File: config.mk
export PLATFORM = sky130hd
export DESIGN_NAME = abe_ram
export DESIGN_NICKNAME = d
export VERILOG_FILES = /design/src/rtl/core/abe_ram.sv
export SDC_FILE = /design/constraint.sdc
export NUM_CORES = 2
export LEC_CHECK = 0
export BUFFER_PORTS_ARGS = -buffer_cell sky130_fd_sc_hd__buf_2
export CORE_MARGIN = 2
export CORE_UTILIZATION = 55
export CTS_CLUSTER_SIZE = 25
export DETAILED_ROUTE_END_ITERATION = 8
export PLACE_DENSITY = 0.73
export SYNTH_ARGS = -nofsm -noshare
export SYNTH_HDL_FRONTEND = slang
export SYNTH_SLANG_ARGS = --single-unit
File: constraint.sdc
create_clock -name clk -period 2.6 [get_ports clk]
set_input_delay 0.52 -clock clk [delete_from_list [all_inputs] [get_ports clk]]
set_output_delay 0.52 -clock clk [all_outputs]
set_load 0.02 [all_outputs]
File: src/rtl/core/abe_ram.sv
// ----------------------------------------------------------------------------
// Generic RAM
// One write port and one read port with registered read data.
// ----------------------------------------------------------------------------
module abe_ram #(
  parameter int WIDTH = 8,
  parameter int DEPTH = 512
) (
  input  logic                                       clk,
  input  logic                                       wr_en,
  input  logic [((DEPTH > 1) ? $clog2(DEPTH) : 1)-1:0] wr_addr,
  input  logic [WIDTH-1:0]                           wr_data,
  input  logic                                       rd_en,
  input  logic [((DEPTH > 1) ? $clog2(DEPTH) : 1)-1:0] rd_addr,
  output logic [WIDTH-1:0]                           rd_data
);

  logic [WIDTH-1:0] mem_r [DEPTH];
  logic [WIDTH-1:0] rd_data_r;

  always_ff @(posedge clk) begin
    if (wr_en) begin
      mem_r[wr_addr] <= wr_data;
    end
    if (rd_en) begin
      rd_data_r <= mem_r[rd_addr];
    end
  end

  assign rd_data = rd_data_r;

endmodule

* Word level (Yosys, flattened, before mapping)
Memory sizes are Yosys's and may differ from the RTL's. A register that Yosys moved wholly into a read port is not among the register bits.
Cells that the tools add are included.
** Storage, ports and cells
- Flip-flop bits (word level) :: 0
- Logic and storage cells :: 3
- Bits of input ports :: 29
- Memories kept :: 1
- Bits in writable memories :: 4096
- Output and inout port bits :: 8
** Memory list
- mem_r :: depth 512, bits a word 8, rd ports 1, clocked after Yosys merged registers in 1, write ports 1, line 18 : logic [WIDTH-1:0] mem_r [DEPTH];
** Cells by class
- Multiplexer cells :: 2
** Operator list (count)
- 1-bit two-way mux :: 2

* Depth between registers and ports, before layout
- Depth in word-level cells :: 2
- Depth in mapped cells :: 12
- Mapped depth without buffers :: 7

* Worst setup path after synthesis
OpenSTA, ideal clock, no wires.
- Path kind :: input port to flip-flop
- Start :: input rd_addr[0] (netlist name)
- End :: register rd_data_r[0] (netlist: rd_data[0]), read port of mem_r, data pin
- Buffers on the path :: 4
- Stages :: 10
- Slack :: -31 ps
- Arrival time :: 2374 ps
- Library setup time :: 257 ps
- Data required time :: 2343 ps
- Cell sequence :: buf_4 buf_12 buf_12 buf_2 mux4_2 o21ai_0 nand3_1 nand4_1 o21ai_0 o2111a_1
** RTL lines
- start, declared :: line 14 : input logic [((DEPTH > 1) ? $clog2(DEPTH) : 1)-1:0] rd_addr,
- end, declared :: line 19 : logic [WIDTH-1:0] rd_data_r;

==> impl_metrics.py <==
metrics = {
    "floorplanning": {
        "initial_core_util_pct": 55.2,
        "die_h_um": 543,
        "die-area_mm2": 0.295,
        "num_rows": 198,
        "fp.dieW_um": 543,
        "num_io_pins": 37,
        "core_area_mm2": 0.290,
    },
    "drt": {
        "drtIter0Drc": 12900,
        "ant_nets": 0,
        "avgRoutedWirePerCell_um": 31.3,
        "wirelength_um": 428000,
        "vias_per_cell": 6.47,
        "first_pass_iters": 6,
        "dr_total_vias": 88400,
        "drc": 0,
    },
    "yosys": {
        "yosys_warnings": 0,
        "synth_top_area_share_pct": 77.0,
        "avgSynthCellArea_um2": 19.9,
        "synth_top_area_cell": "edfxtp_1",
        "syn_nets": 8059,
        "syn_area_mm2": 0.160,
        "seq_area_frac_synth_pct": 77.0,
        "yosysUniqueCellTypes": 50,
        "synth_ff_type": "edfxtp_1",
        "synth-seq-cells": 4104,
        "syn-instance-count": 8030,
        "async_flop_share_pct": 0,
        "synth_common_cells": "edfxtp_1 (4104), mux2i_1 (797), mux4_2 (654)",
        "synth_area_leaders": "edfxtp_1 (77%), mux4_2 (9.2%), mux2i_1 (5.0%)",
        "synth_edf_count": 4104,
        "yosysMostFrequentCell": "edfxtp_1",
    },
    "hold_path": {
        "hold_path.class": "primary input to flop",
        "worstHoldStart": "wr_data[2]",
        "whs_path_depth": 1,
    },
    "finish": {
        "seq_area_mm2": 0.123,
        "fillers": 18200,
        "multi_input_area_mm2": 0.0348,
        "final_util_pct": 65.3,
        "final_cells": 13700,
        "drive_gt1_share_pct": 29.6,
        "nets": 9471,
        "design_area_mm2": 0.190,
        "syn2layout_area_growth_pct": 18.5,
    },
    "place": {
        "io_buffers": 36,
        "gp_congestion": 0.950,
        "dpl_cell_area_mm2": 0.176,
        "dp.cells": 12900,
        "post-dp-hpwl_um": 271000,
    },
    "clock_tree": {
        "h-tree-depth": 5,
        "clock_latency_ps": 950,
        "cts_tree": "done",
        "cts_sinks": 4104,
        "clk_pin_slew_ps": 60,
        "cts_buffer_depth": 4,
        "numCtsBuffers": 398,
        "root_buffer": "clkbuf_16",
    },
    "pwr": {
        "powerDensity_mw_per_mm2": 726,
        "max-vdd-ir-drop_uv": 570,
        "p_leak_nw": 63.2,
        "p_total_mw": 138,
    },
    "worst_setup_path": {
        "cp-end-kind": "flop",
        "r2r_start": "mem_r[272][7]",
        "cp_max_fo": 2,
        "reg2regPathDepth": 9,
        "start_kind": "flop",
        "path_class": "flop to flop",
        "crit_start": "mem_r[272][7]",
        "required_ps": 3380,
        "crit_arrival_ps": 3460,
    },
    "grt": {
        "grt_pass1_vias": 88700,
        "grtUsageTotal_pct": 28.7,
        "grt-ovfl-total": 0,
        "grt_pass1_wl_um": 612000,
        "grt_max_degree": 119,
        "antenna_found_initial": 20,
    },
    "outcome": {
        "violations": "negative setup slack",
        "outcome": "complete, but fails checks",
    },
    "timing": {
        "finalClockSkew_ps": 67.8,
        "setup_tns_ps": -274,
        "slew_viol_final": 0,
        "setup_violations": 5,
        "hold_viol": 0,
        "fmax_ghz": 0.372,
        "rsz0062_at_grt": "yes",
        "finalCriticalPeriod_ps": 2690,
        "post-route-period-util_pct": 103,
        "worst_slew_margin_rel_pct": 27.3,
        "fin_ws_ps": -88.5,
        "worst_pin_slew_ps": 1090,
    },
    "flow_run": {
        "cap_violations": 0,
    },
}
-- logic make-up after synthesis --
logic type	count (synthesis)	share of synthesized area, %
buffers and inverters	516	1.85
and+or+nand+nor	980	2.63
muxes	1451	14.2
AOI/OAI and AO/OA	979	4.31
DFF	4104	77.0
-- power breakdown --
| part | total [mW] | switching, mW | internal [mW] | leakage [nW] |
|---|---|---|---|---|
| clock | 56.8 | 24.6 | 32.3 | 6.22 |
| sequential | 72.9 | 0.0568 | 72.9 | 36.9 |
| combinational | 7.85 | 4.89 | 2.96 | 20.1 |
| total | 138 | 29.5 | 108 | 63.2 |
-- state kept, by name (all words and copies together), names as in the netlist --
| register | count |
|---|---|
| rd_data | 8 |
| mem_r | 4096 |
-- cell usage in the layout, fill, tap and decap left out, types with 7 or more instances in the layout --
master | Yosys | final
nand3_1 | 36 | 29
buf_16 | 0 | 7
nand4_1 | 32 | 32
buf_6 | 64 | 14
a22oi_1 | 61 | 59
mux4_2 | 654 | 654
edfxtp_1 | 4104 | 4104
buf_12 | 5 | 169
clkinv_1 | 0 | 78
nor4_1 | 36 | 7
nor2_1 | 597 | 596
o221ai_2 | 1 | 28
a211oi_1 | 17 | 17
o31ai_1 | 13 | 11
o22ai_1 | 163 | 157
buf_4 | 70 | 1292
o21ai_0 | 118 | 102
nand2_4 | 0 | 14
buf_2 | 57 | 24
a21oi_2 | 0 | 12
clkbuf_1 | 265 | 72
inv_6 | 0 | 10
bufinv_16 | 0 | 39
nand2_2 | 0 | 8
clkinv_2 | 0 | 84
nor3_1 | 109 | 104
clkbuf_16 | 0 | 404
diode_2 | 0 | 11
nor4_2 | 0 | 17
and2_1 | 20 | 20
buf_8 | 11 | 11
nor4_4 | 0 | 12
nand2_1 | 111 | 89
mux2i_1 | 797 | 791
a21oi_1 | 194 | 180
clkinvlp_4 | 0 | 17
o2111a_1 | 8 | 8
o221ai_1 | 371 | 340
o21ai_1 | 1 | 12
-- routing by layer --
layer	GRT usage, %	wire length (um)
met3	5.87	47500
met5	0	26
met1	38.4	154000
met2	46.1	206000
met4	12.3	20600
-- metrics by stage --
| step | hold WS (ps) | setup slack, ps |
|---|---|---|
| floorplan | 619 | 0.316 |
| global placement | 944 | -1660 |
| detailed placement | 950 | -1770 |
| CTS | 33.9 | -43.1 |
| global route | 35.8 | -132 |
| finish | 66.2 | -88.5 |
-- area by class of cell --
type	instances	area share [%]
antenna	11	0.0145
clock buffer	473	5.44
clock inverter	246	1.29
inverter	3	0.00990
multi-input combinational	3410	18.4
sequential	4104	65.0
tap	3900	2.57
timing repair buffer	1525	7.31
-- path summary, 6_finish.rpt --
check / endpoint / slack, ps
setup / recovery: rd_data[7] / -90
hold / removal: mem_r[112][2] / 70
setup reg to reg: rd_data[7] / -90
hold reg to reg: rd_data[6] / 1320
-- worst max-delay path: stages (launching register included) --
cell and delay [ps]:
edfxtp_1 360, mux2i_1 140, o221ai_1 340, nor3_1 160
nor4_2 470, o311ai_1 180, buf_4 200, nor4_4 340
buf_4 170, o2111a_1 190
-- what timing repair did --
action / in CTS / in global routing
buffers inserted: 0 / 19
resized for setup: 47 / 146
hold buffers: 4 / 0
endpoints found under the hold margin: 15 / 0
pin swaps: 7 / 34
gates cloned: 1 / 3
endpoints found under the setup margin: 8 / 8
Note: power is estimated with default switching activity, not from simulation.
