[config.mk]
export PLATFORM = sky130hd
export DESIGN_NAME = abe_byte_unit
export DESIGN_NICKNAME = d
export VERILOG_FILES = /design/src/rtl/core/abe_pkg.sv /design/src/rtl/core/abe_byte_unit.sv
export SDC_FILE = /design/constraint.sdc
export NUM_CORES = 1
export LEC_CHECK = 0
export BUFFER_PORTS_ARGS = -buffer_cell sky130_fd_sc_hd__buf_2
export CORE_MARGIN = 5
export CORE_UTILIZATION = 50
export DETAILED_ROUTE_END_ITERATION = 6
export MAX_ROUTING_LAYER = met4
export PLACE_DENSITY = 0.81
export SYNTH_ARGS = -nofsm -noshare
export SYNTH_HDL_FRONTEND = slang
export SYNTH_SLANG_ARGS = --single-unit
[constraint.sdc]
create_clock -name vclk -period 8.81
set_clock_uncertainty 0.2 [all_clocks]
set_input_delay 1.762 -clock vclk [all_inputs]
set_output_delay 1.762 -clock vclk [all_outputs]
set_load 0.05 [all_outputs]
[src/rtl/core/abe_pkg.sv]
// ----------------------------------------------------------------------------
// Allocation bitmap engine package
// Shared widths, operation codes, status codes and the control structures
// passed between the sequencer and the byte evaluation unit.
// ----------------------------------------------------------------------------
package abe_pkg;

  localparam int MODE_W    = 3;
  localparam int OFFSET_W  = 12;
  localparam int LEN_W     = 13;
  localparam int FOFF_W    = 13;
  localparam int STATUS_W  = 2;
  localparam int SEARCH_W  = 10;
  localparam int WORD_W    = 8;
  localparam int BIT_IDX_W = 3;
  // Byte index of the last bit of a run: (offset + length - 1) / 8 needs 11 bits.
  localparam int BYTE_W    = 11;
  localparam int UOP_W     = 3;

  typedef logic [MODE_W-1:0]    mode_t;
  typedef logic [OFFSET_W-1:0]  offset_t;
  typedef logic [LEN_W-1:0]     len_t;
  typedef logic [FOFF_W-1:0]    foff_t;
  typedef logic [STATUS_W-1:0]  status_t;
  typedef logic [SEARCH_W-1:0]  search_t;
  typedef logic [WORD_W-1:0]    word_t;
  typedef logic [BIT_IDX_W-1:0] bit_idx_t;
  typedef logic [BYTE_W-1:0]    byte_idx_t;
  typedef logic [UOP_W-1:0]     uop_t;

  // Request modes.
  localparam mode_t MODE_SET   = 3'd0;
  localparam mode_t MODE_CLR   = 3'd1;
  localparam mode_t MODE_INV   = 3'd2;
  localparam mode_t MODE_READ  = 3'd3;
  localparam mode_t MODE_WRITE = 3'd4;
  localparam mode_t MODE_FIND  = 3'd5;

  // Result status codes.
  localparam status_t ST_OK        = 2'd0;
  localparam status_t ST_NOT_FOUND = 2'd1;
  localparam status_t ST_RANGE     = 2'd2;

  // Operations of the byte evaluation unit.
  localparam uop_t UOP_SET  = 3'd0;
  localparam uop_t UOP_CLR  = 3'd1;
  localparam uop_t UOP_INV  = 3'd2;
  localparam uop_t UOP_READ = 3'd3;
  localparam uop_t UOP_FIND = 3'd4;

  localparam search_t SEARCH_RESET = 10'd512;

  typedef struct packed {
    uop_t     op;
    bit_idx_t lo;
    bit_idx_t hi;
    logic     val;
    len_t     run_in;
    len_t     len;
  } unit_ctrl_t;

  typedef struct packed {
    word_t    wr_byte;
    logic     hit;
    bit_idx_t hit_pos;
    len_t     run_out;
  } unit_res_t;

endpackage

[src/rtl/core/abe_byte_unit.sv]
// ----------------------------------------------------------------------------
// Byte evaluation unit
// Applies a masked set/clear/invert to one bitmap byte, and advances the
// run counter of a find over the eight bits of one byte.
// ----------------------------------------------------------------------------
module abe_byte_unit (
  input  abe_pkg::unit_ctrl_t ctrl_i,
  input  abe_pkg::word_t      data_i,
  output abe_pkg::unit_res_t  res_o
);

  logic [abe_pkg::WORD_W-1:0]    mask;
  logic [abe_pkg::WORD_W-1:0]    match;
  logic [abe_pkg::WORD_W-1:0]    prefix;
  logic [abe_pkg::WORD_W-1:0]    hits;
  logic [3:0]                    streak [abe_pkg::WORD_W];
  abe_pkg::len_t                 run_at [abe_pkg::WORD_W];

  always_comb begin
    for (int j = 0; j < abe_pkg::WORD_W; j++) begin
      mask[j] = (abe_pkg::BIT_IDX_W'(j) >= ctrl_i.lo) && (abe_pkg::BIT_IDX_W'(j) <= ctrl_i.hi);
    end

    case (ctrl_i.op)
      abe_pkg::UOP_SET: res_o.wr_byte = data_i | mask;
      abe_pkg::UOP_CLR: res_o.wr_byte = data_i & ~mask;
      abe_pkg::UOP_INV: res_o.wr_byte = data_i ^ mask;
      default:          res_o.wr_byte = data_i;
    endcase

    // Bits equal to the searched value, with the streak ending at each bit.
    match     = ctrl_i.val ? data_i : ~data_i;
    prefix[0] = match[0];
    streak[0] = {3'b000, match[0]};
    for (int j = 1; j < abe_pkg::WORD_W; j++) begin
      prefix[j] = match[j] & prefix[j-1];
      streak[j] = match[j] ? (streak[j-1] + 4'd1) : 4'd0;
    end

    // A streak reaching back to bit 0 continues the run carried in.
    for (int j = 0; j < abe_pkg::WORD_W; j++) begin
      run_at[j] = prefix[j] ? (ctrl_i.run_in + abe_pkg::LEN_W'(j + 1))
                            : abe_pkg::LEN_W'(streak[j]);
      hits[j]   = match[j] && (run_at[j] == ctrl_i.len);
    end

    res_o.hit     = |hits;
    res_o.hit_pos = '0;
    for (int j = abe_pkg::WORD_W - 1; j >= 0; j--) begin
      if (hits[j]) begin
        res_o.hit_pos = abe_pkg::BIT_IDX_W'(j);
      end
    end

    res_o.run_out = prefix[abe_pkg::WORD_W-1] ? run_at[abe_pkg::WORD_W-1]
                                             : abe_pkg::LEN_W'(streak[abe_pkg::WORD_W-1]);
  end

endmodule

Yosys cells after proc, flatten, opt, wreduce, memory -nomap -nowiden
Index checks and enable logic that the tools add are counted.

word-level totals
  register bits = 0

cells by class
  add/sub/neg operators = 15
  $lt $le $gt $ge = 16
  equality and inequality tests = 10
  muxes and demuxes = 26
  bitwise operators = 12
  reduce and logical (&&, ||, !) cells = 18

operators with widths
  operator               number
  $mux 13                9
  $eq 13x13->1           8
  $add 13x3->13 const B  4
  $mux 3                 9
  $add 13x2->13 const B  2
  $pmux 8 s3             1
  $mux 4                 5
  $add 4x1->4 const B    4
  $logic_and 1x1->1      16
  $not 8->8              2
  $add 13x1->13 const B  1
  $add 13x4->13 const B  1
  $ge 3x3->1 const A     4
  $le 3x3->1 const A     4
  $and 8x8->8            1
  $mux 8                 1
  $or 8x8->8             1
  $reduce_or 8->1        1
  $xor 8x8->8            1
  $and 1x1->1            7
  $ge 1x3->1 const A     2
  $ge 2x3->1 const A     2
  $le 1x3->1 const A     2
  $le 2x3->1 const A     2
  7 further kinds        7

Longest topological paths before layout
  word-level depth = 27
  gate-level depth with buffers = 25
  gate-level depth less buffers = 23

Worst setup path after synthesis
OpenSTA, ideal clock, no wires.

  kind = input -> output
  start point = input data_i[1]
  end point = output res_o[15] (netlist name)
  arrival = 7.246 ns
  data required time = 6.848 ns
  setup slack = -0.398 ns
  stages on the path = 23
  path buffers = 2
  cell sequence = buf_6 > clkbuf_1 > inv_1 > mux2_2 > ha_1 > and2_1 > ha_1 > and2_1 > ha_1 > inv_1 > nor2_1 > ha_1 > nand2_1 > inv_1 > ha_1 > o21ai_1 > a21oi_1 > o2111ai_1 > or4_1 > a311o_1 > nor4_1 > o22ai_1 > a21boi_1

RTL lines
  what             line                text
  start, declared  abe_byte_unit.sv:8  input abe_pkg::word_t data_i,
  end, declared    abe_byte_unit.sv:9  output abe_pkg::unit_res_t res_o

==> results.sh <==
export IMPL_slew_viol_final=0
export IMPL_chipWidth_um=116.0
export IMPL_worstPathRequired_ns=6.85
export IMPL_design_seq_count=0
export IMPL_syn_cell_area_sq_um=5613
export IMPL_whs_ns=3.816
export IMPL_status="complete, no violations"
export IMPL_dpl_worst_slack_ns=0.2636
export IMPL_yosysMostFrequentCell="xnor2_1"
export IMPL_max_cap_violations=0
export IMPL_crit_fanout=3
export IMPL_hp_start="data_i[2]"
export IMPL_crit_path_frequent_cell="ha_1"
export IMPL_seqPwrFrac=0
export IMPL_hold_viol=0
export IMPL_start_kind="input port"
export IMPL_min_period_ns=8.550
export IMPL_dr_total_vias=6672
export IMPL_fin_nets=933
export IMPL_power_density_nw_per_um2=56.00
export IMPL_layout_setup_ws_ns=0.2604
export IMPL_route_antenna_remaining_nets=0
export IMPL_fmax_mhz=117.0
export IMPL_setup_viol=0
export IMPL_cp_cell_sequence="buf_2 > and2_0 > mux2_2 > ha_1 > and2_1 > ha_1 > and2_1 > ha_1 > inv_1 > nor2_1 > ha_1 > nand2_1 > inv_1 > ha_1 > o21ai_1 > a21oi_2 > a221o_1 > or4_1 > a311o_1 > nor4_2 > o22ai_2 > a21boi_1 > buf_4"
export IMPL_tightest_slew_ns=1.194
export IMPL_vdd_ir_drop_worst_mv=0.03232
export IMPL_num_io_pins=69
export IMPL_p_clk_frac=0
export IMPL_portBuffers=69
export IMPL_viasPerCell=6.699
export IMPL_core_sq_um=10940
export IMPL_drc=0
export IMPL_place_gp_congestion=1.054
export IMPL_grt_overflow=0
export IMPL_grt_usage=0.2983
export IMPL_yosys_warnings=0
export IMPL_syn2layout_area_growth_pct=5.261
export IMPL_critPathLaunch="ctrl_i[26]"
export IMPL_routed_wl_mm=20.16
export IMPL_seq_area_frac_synth=0
export IMPL_antenna_found_initial=0
export IMPL_power_leakage_uw=0.002156
export IMPL_cp_arrival_ns=6.59
export IMPL_crit_path_end_kind="primary output"
export IMPL_grt_max_degree=43
export IMPL_p_int_uw=116.2
export IMPL_n_antenna_cell=0
export IMPL_min_path_type="in -> out"
export IMPL_route_detailed_wl_per_inst_um=20.24
export IMPL_hpwl_mm=15.38
export IMPL_hold_buffers=0
export IMPL_power_switching_uw=214.6
export IMPL_die_h_um=116.0
export IMPL_die_area_sq_um=13440
export IMPL_grt_pass1_wl_mm=31.66
export IMPL_avgSynthCellArea_sq_um=6.596
export IMPL_ys_types=83
export IMPL_synthTopCellsByArea="xnor2_1 (15%), ha_1 (6.9%), xor2_1 (6.9%)"
export IMPL_register_area_sq_um=0
export IMPL_syn_instance_count=851
export IMPL_switching_share=0.6488
export IMPL_relSlewSlack=0.2015
export IMPL_p_comb_frac=1.000
export IMPL_drtIter0Drc=647
export IMPL_path_class="in -> out"
export IMPL_final_util=0.5403
export IMPL_nClkBuffers=0
export IMPL_drive_gt1_frac=0.1250
export IMPL_crit_path_top_delay_cell="or4_1"
export IMPL_fin_crit_sh=0.9704
export IMPL_crit_path_max_incr_delay_ns=0.51
export IMPL_synth_commonest_cells="xnor2_1 (96), nor2_1 (75), nand2_1 (59), a21oi_1 (44), xor2_1 (44)"
export IMPL_start_util=0.5133
export IMPL_synth_nets=926
export IMPL_drtPass1Iterations=5
export IMPL_yosysTopAreaCellShare=0.1498
export IMPL_synth_top_area_cell="xnor2_1"
export IMPL_rows=38
export IMPL_first_global_vias=5914
==> final timing paths <==
kind,end,cells past startpoint,slack [ns]
max,res_o[15],23,0.26
min,res_o[19],3,3.82
==> through the flow <==
step / power [uW] / instances / area (sq um) / setup TNS [ns]
after global placement: 315.6 / 996 / 5874 / 0
final: 330.8 / 996 / 5908 / 0
after floorplan: 245.7 / 851 / 5620 / -0.1117
after global routing: 355.1 / 996 / 5908 / -0.009428
after CTS: 320.3 / 996 / 5874 / 0
after detailed placement: 319.0 / 996 / 5874 / 0
==> cells in the final DEF (no fill, tap or decap), drive strengths merged, types with 17 or more instances in the layout <==
master and instances:
o22a 19, xnor2 98, nand3 32, nand4 17, inv 34, o21ai 36, buf 77, xor2 44
nor3 42, a21oi 44, nand2 60, nor2 76, ha 31
==> layout make-up <==
cell class | instances | area, sq um
Fill cell | 1141 | 5027
Inverter | 38 | 142.6
Multi-Input combinational cell | 740 | 5166
Tap cell | 140 | 175.2
Timing Repair Buffer | 78 | 424.2
==> cell families (layout without fill, tap and decap cells) <==
logic type / after synthesis / count (layout) / synth area share
simple gates: 326 / 326 / 0.3016
mux: 15 / 15 / 0.02764
fa+ha+maj: 32 / 32 / 0.07089
buf+inv: 111 / 116 / 0.08493
xor+xnor: 145 / 145 / 0.2365
compound gates: 222 / 222 / 0.2784
==> power by group through the flow <==
stage	Sequential, uW	Combinational (uW)	Clock (uW)
5_1_grt	0	355	0
3_3_place_gp	0	316	0
4_1_cts	0	320	0
6_report	0	331	0
2_1_floorplan	0	246	0
3_5_place_dp	0	319	0
==> timing repair <==
item	CTS	global route
endpoints found under the setup margin	0	3
buffers inserted	0	0
resized for setup	0	10
==> critical path: cells and delay by family <==
kind,cells,cell delay (ns)
AOI/OAI and AO/OA,6,1.14
adders and majority gates,5,1.39
buffers and inverters,4,0.44
and+or+nand+nor,7,1.56
muxes,1,0.28
==> routing by layer <==
| layer | GRT usage | wire [um] | vias up | part of all wire |
|---|---|---|---|---|
| li1 | - | - | 3110 | - |
| met1 | 0.4117 | 8410 | 3057 | 0.42 |
| met2 | 0.4419 | 8540 | 440 | 0.42 |
| met3 | 0.04961 | 2440 | 65 | 0.12 |
| met4 | 0.09590 | 768 | 0 | 0.038 |
| met5 | - | 0 | - | 0 |
Note: power is estimated with default switching activity, not from simulation.
